==> src/design/id_interval_set_table_core_macros.svh <==
// Assertion helpers for the interval set table.
// Assertions expect clk and arst_n in scope.
`ifndef ID_INTERVAL_SET_TABLE_CORE_MACROS_SVH
`define ID_INTERVAL_SET_TABLE_CORE_MACROS_SVH
`ifndef SYNTHESIS
`define IDST_ASSERT_IMP(lbl, ante, cons) \
	lbl: assert property (@(posedge clk) disable iff (!arst_n) (ante) |-> (cons)) \
		else $error("%m: same-cycle check failed");
`define IDST_ASSERT_NXT(lbl, ante, cons) \
	lbl: assert property (@(posedge clk) disable iff (!arst_n) (ante) |=> (cons)) \
		else $error("%m: next-cycle check failed");
`else
`define IDST_ASSERT_IMP(lbl, ante, cons)
`define IDST_ASSERT_NXT(lbl, ante, cons)
`endif
`endif

==> src/design/idst_pkg.sv <==
package idst_pkg;

	localparam int MAX_INTERVALS = 64;
	localparam int ID_BITS       = 31;
	localparam int IDX_W         = $clog2(MAX_INTERVALS);
	localparam int CNT_W         = IDX_W + 1;
	localparam int COUNT_W       = 32;
	localparam int ACT_W         = 2;

	localparam logic [ACT_W-1:0] ACT_QUERY  = 2'd0;
	localparam logic [ACT_W-1:0] ACT_INSERT = 2'd1;
	localparam logic [ACT_W-1:0] ACT_REMOVE = 2'd2;
	// unused code, behaves as a query
	localparam logic [ACT_W-1:0] ACT_SPARE  = 2'd3;

	// one table entry: closed interval [first, last]
	typedef struct packed {
		logic [ID_BITS-1:0] first;
		logic [ID_BITS-1:0] last;
	} idst_ent_t;

	// controller -> datapath
	typedef struct packed {
		logic load;
		logic scan;
		logic plan;
		logic shift;
		logic wr0;
		logic wr1;
	} idst_cmd_t;

	// datapath -> controller
	typedef struct packed {
		logic scan_done;
		logic shift_done;
	} idst_sts_t;

endpackage

==> src/design/idst_ctrl.sv <==
module idst_ctrl import idst_pkg::*; (
	input  logic      clk,
	input  logic      arst_n,
	input  logic      in_valid,
	output logic      in_ready,
	output logic      out_valid,
	input  logic      out_ready,
	input  idst_sts_t sts,
	output idst_cmd_t cmd
);

	localparam logic [2:0] ST_IDLE  = 3'd0;
	localparam logic [2:0] ST_SCAN  = 3'd1;
	localparam logic [2:0] ST_PLAN  = 3'd2;
	localparam logic [2:0] ST_SHIFT = 3'd3;
	localparam logic [2:0] ST_WR0   = 3'd4;
	localparam logic [2:0] ST_WR1   = 3'd5;
	localparam logic [2:0] ST_RESP  = 3'd6;

	logic [2:0] state_q;
	logic [2:0] state_d;

	assign in_ready  = (state_q == ST_IDLE);
	assign out_valid = (state_q == ST_RESP);

	// next state and commands
	always_comb begin
		state_d = state_q;
		cmd     = '0;
		case (state_q)
			ST_IDLE: begin
				if (in_valid) begin
					cmd.load = 1'b1;
					state_d  = ST_SCAN;
				end
			end
			ST_SCAN: begin
				cmd.scan = 1'b1;
				if (sts.scan_done) state_d = ST_PLAN;
			end
			ST_PLAN: begin
				cmd.plan = 1'b1;
				state_d  = ST_SHIFT;
			end
			ST_SHIFT: begin
				cmd.shift = 1'b1;
				if (sts.shift_done) state_d = ST_WR0;
			end
			ST_WR0: begin
				cmd.wr0 = 1'b1;
				state_d = ST_WR1;
			end
			ST_WR1: begin
				cmd.wr1 = 1'b1;
				state_d = ST_RESP;
			end
			ST_RESP: begin
				if (out_ready) state_d = ST_IDLE;
			end
			default: state_d = ST_IDLE;
		endcase
	end

	always_ff @(posedge clk or negedge arst_n) begin
		if (!arst_n) state_q <= ST_IDLE;
		else state_q <= state_d;
	end

endmodule

==> config.mk <==
export PLATFORM = sky130hd
export DESIGN_NAME = idst_ctrl
export DESIGN_NICKNAME = d
export VERILOG_FILES = /design/src/design/id_interval_set_table_core_macros.svh /design/src/design/idst_pkg.sv /design/src/design/idst_ctrl.sv
export SDC_FILE = /design/constraint.sdc
export NUM_CORES = 1
export LEC_CHECK = 0
export ABC_CLOCK_PERIOD_IN_PS = 1300
export BUFFER_PORTS_ARGS = -buffer_cell sky130_fd_sc_hd__buf_2
export CAP_MARGIN = 20
export CELL_PAD_IN_SITES_DETAIL_PLACEMENT = 1
export CELL_PAD_IN_SITES_GLOBAL_PLACEMENT = 1
export CORE_AREA = 2 2 39 41
export CTS_CLUSTER_DIAMETER = 60
export DETAILED_ROUTE_END_ITERATION = 7
export DIE_AREA = 0 0 41 43
export GPL_TIMING_DRIVEN = 1
export PLACE_DENSITY_LB_ADDON = 0.1
export SLEW_MARGIN = 20
export SYNTH_ARGS = -nofsm -noshare
export SYNTH_HDL_FRONTEND = slang
export SYNTH_SLANG_ARGS = --single-unit
==> constraint.sdc <==
create_clock -name clk -period 1.3 [get_ports clk]
set_input_delay 0.065 -clock clk [delete_from_list [all_inputs] [get_ports clk]]
set_output_delay 0.065 -clock clk [all_outputs]
set_load 0.05 [all_outputs]
==> results.toml <==
[status]
status = "complete, but fails checks"
violations = "negative setup slack"

[placement]
place_area_um2 = 396.6
dp_hpwl_um = 657.3
port-buffer-count = 13
place.gp.congestion = 0.7028

[worst_setup_path]
critPathArrivalTime_ns = 1.24
rr_endpoint = "state_q[0]$_DFFE_PN0P_"
start_kind = "flip-flop"
r2r_setup_slack_ns = 0.07
critical_path_class = "reg -> out"
critPathCaptureType = "output port"
critPathMaxFanout = 4
r2r_start = "state_q[2]$_DFFE_PN0P_"
r2r_cells = 4
cp.required_ns = 1.24

[cts]
cts_tree = "yes"
clockRootBuffer = "clkbuf_4"
clk_pin_slew_ns = 0.04
cts.sinks = 3
clk_latency_ns = 0.24
max-clock-path-buffers = 2
cts_buffers = 3
ctsHtreeMaxLevel = 1

[synth]
synth_top_family_by_area = "simple AND/OR/NAND/NOR gates"
syn_avg_cell_area_um2 = 8.884
syn-cell-area_um2 = 266.5
ys_ff_latch = 3
synth_nets = 36
synth-compound-area-share = 0.2441
syn_inst = 30
synth_warnings = 0
synthAdderAreaFrac = 0
synth_edf_count = 0
async_flop_share = 1.000
synth_simple_gate_area_frac = 0.3146
synth_xor_area_frac = 0
muxShareOfSynthArea = 0
synth.distinct_cells = 19
synthFlopType = "dfrtp_1"
yosysSeqAreaShare = 0.2817

[detailed_routing]
first_pass_iters = 4
via_count = 323
wl_per_cell_um = 12.45
ant_nets = 0
drc = 0
dr.first_iter.drc_count = 1
routed_wl_um = 884
avgViaCountPerCell = 4.549

[min_path]
hold_start = "in_valid"
hold_path_class = "in -> reg"
holdPathStages = 3
min_to = "state_q[0]$_DFFE_PN0P_"

[floorplanning]
std_cell_rows = 14
start_util = 0.1926
core-area_um2 = 1384
die_width_um = 41
die_area_um2 = 1763
num_io_pins = 14
die_y_um = 43

[power_and_ir_drop]
p_leak_nw = 0.2503
cellPowerDensity_nw_per_um2 = 3093
irDropWorstVdd_uv = 809.6
power_mw = 1.676

[layout]
final_nets = 62
largestRegisters = "state_q: 3 flops"
drive_gt1_frac = 0.7455
fin_area_um2 = 541.8
mostFrequentLayoutCells = "buf_4 (9), buf_6 (7), buf_2 (6), nand2_1 (4)"
area_growth_pct = 103.3
largest_reg_flops = 3
final_common_cell = "buf_4"
seqCellArea_um2 = 78.83
multi_input_area_um2 = 202.7
diodes = 0
fill_cells = 175
largest_register = "state_q"

[sta]
rsz0062_at_grt = "true"
fin_skew_ns = 0.001372
tightest_slew_ns = 0.2457
hold_viol = 0
fin_crit_ns = 1.309
period_share = 1.007
fmax_mhz = 764.1
setup_ws_ns = -0.008806
max_slew_margin = 0.8373
setup_violations = 2
finalMaxSlewViolations = 0

[global_route]
globalRoute.totalOverflow = 0
grt_first_pass_wirelength_mm = 1.414
antenna_found_initial = 0
grt_pass1_vias = 354
grt_util_all_layers = 0.1196
grt_max_degree = 8

[flow_run]
max_cap_violations = 0
where the power goes:
group          total [mW]  internal (mW)  switching, mW
clock               0.168          0.115         0.0528
combinational        1.26          0.557          0.706
sequential          0.245          0.149         0.0959
total                1.68          0.821          0.855
worst max-delay path by stage:
stage,to,start,cells past startpoint,slack [ns]
floorplan,cmd[5],state_q[1]$_DFFE_PN0P_,3,-0.13
global placement,cmd[5],state_q[1]$_DFFE_PN0P_,3,0.10
detailed placement,cmd[5],state_q[1]$_DFFE_PN0P_,3,0.08
CTS,cmd[5],state_q[2]$_DFFE_PN0P_,3,-0.03
global route,cmd[5],state_q[1]$_DFFE_PN0P_,3,-0.06
finish,cmd[5],state_q[1]$_DFFE_PN0P_,3,-0.009
what timing repair did:
item | 4_1_cts | 5_1_grt
buffers inserted | 2 | 3
gates resized for setup | 16 | 6
hold endpoints to repair | 3 | 0
hold buffers | 1 | 0
pin swaps | 2 | 4
setup endpoints to repair | 8 | 6
metrics by stage:
| stage | utilization | setup WS (ns) | hold WS [ns] | cells | setup TNS [ns] |
|---|---|---|---|---|---|
| 2_1_floorplan | - | -0.1306 | -0.2306 | 30 | -0.2170 |
| 3_3_place_gp | 0.2866 | 0.1042 | -0.1387 | 61 | 0 |
| 3_5_place_dp | 0.2866 | 0.08067 | -0.1358 | 61 | 0 |
| 4_1_cts | 0.3553 | -0.02894 | 0.08607 | 68 | -0.05516 |
| 5_1_grt | 0.3915 | -0.06027 | 0.1150 | 71 | -0.1754 |
| 6_report | 0.3915 | -0.008806 | 0.09310 | 71 | -0.01113 |
cell type report:
type / count / area share
Clock buffer: 4 / 0.04850
Inverter: 2 / 0.02309
Multi-Input combinational cell: 22 / 0.3741
Sequential cell: 3 / 0.1455
Tap cell: 16 / 0.03695
Timing Repair Buffer: 24 / 0.3718
metal layers:
| metal | routed length [µm] | share of wire | GRT usage | vias to the layer above |
|---|---|---|---|---|
| li1 | - | - | - | 156 |
| met4 | 40 | 0.045 | 0.1067 | 0 |
| met1 | 318 | 0.36 | 0.1452 | 155 |
| met2 | 503 | 0.57 | 0.1781 | 8 |
| met3 | 22 | 0.025 | 0.005236 | 4 |
| met5 | 0 | 0 | 0 | - |
cell usage after synthesis, types with 2 or more instances:
master / n / share of area
nand2_1: 4 / 0.056
dfrtp_1: 3 / 0.28
nor2_1: 3 / 0.042
nor3b_1: 3 / 0.085
a21oi_1: 2 / 0.038
buf_6: 2 / 0.085
worst max-delay path: stages, from the launching register on:
cell and delay [ns]:
dfrtp_2 0.47, nor3_4 0.23, and2_4 0.17, buf_8 0.13
cells by family (layout without fill, tap and decap cells):
family | count (synthesis) | in the layout
AOI/OAI and AO/OA | 8 | 8
buffers and inverters | 5 | 30
DFF | 3 | 3
and+or+nand+nor | 14 | 14
No activity file was read; power rests on OpenSTA's default activity.
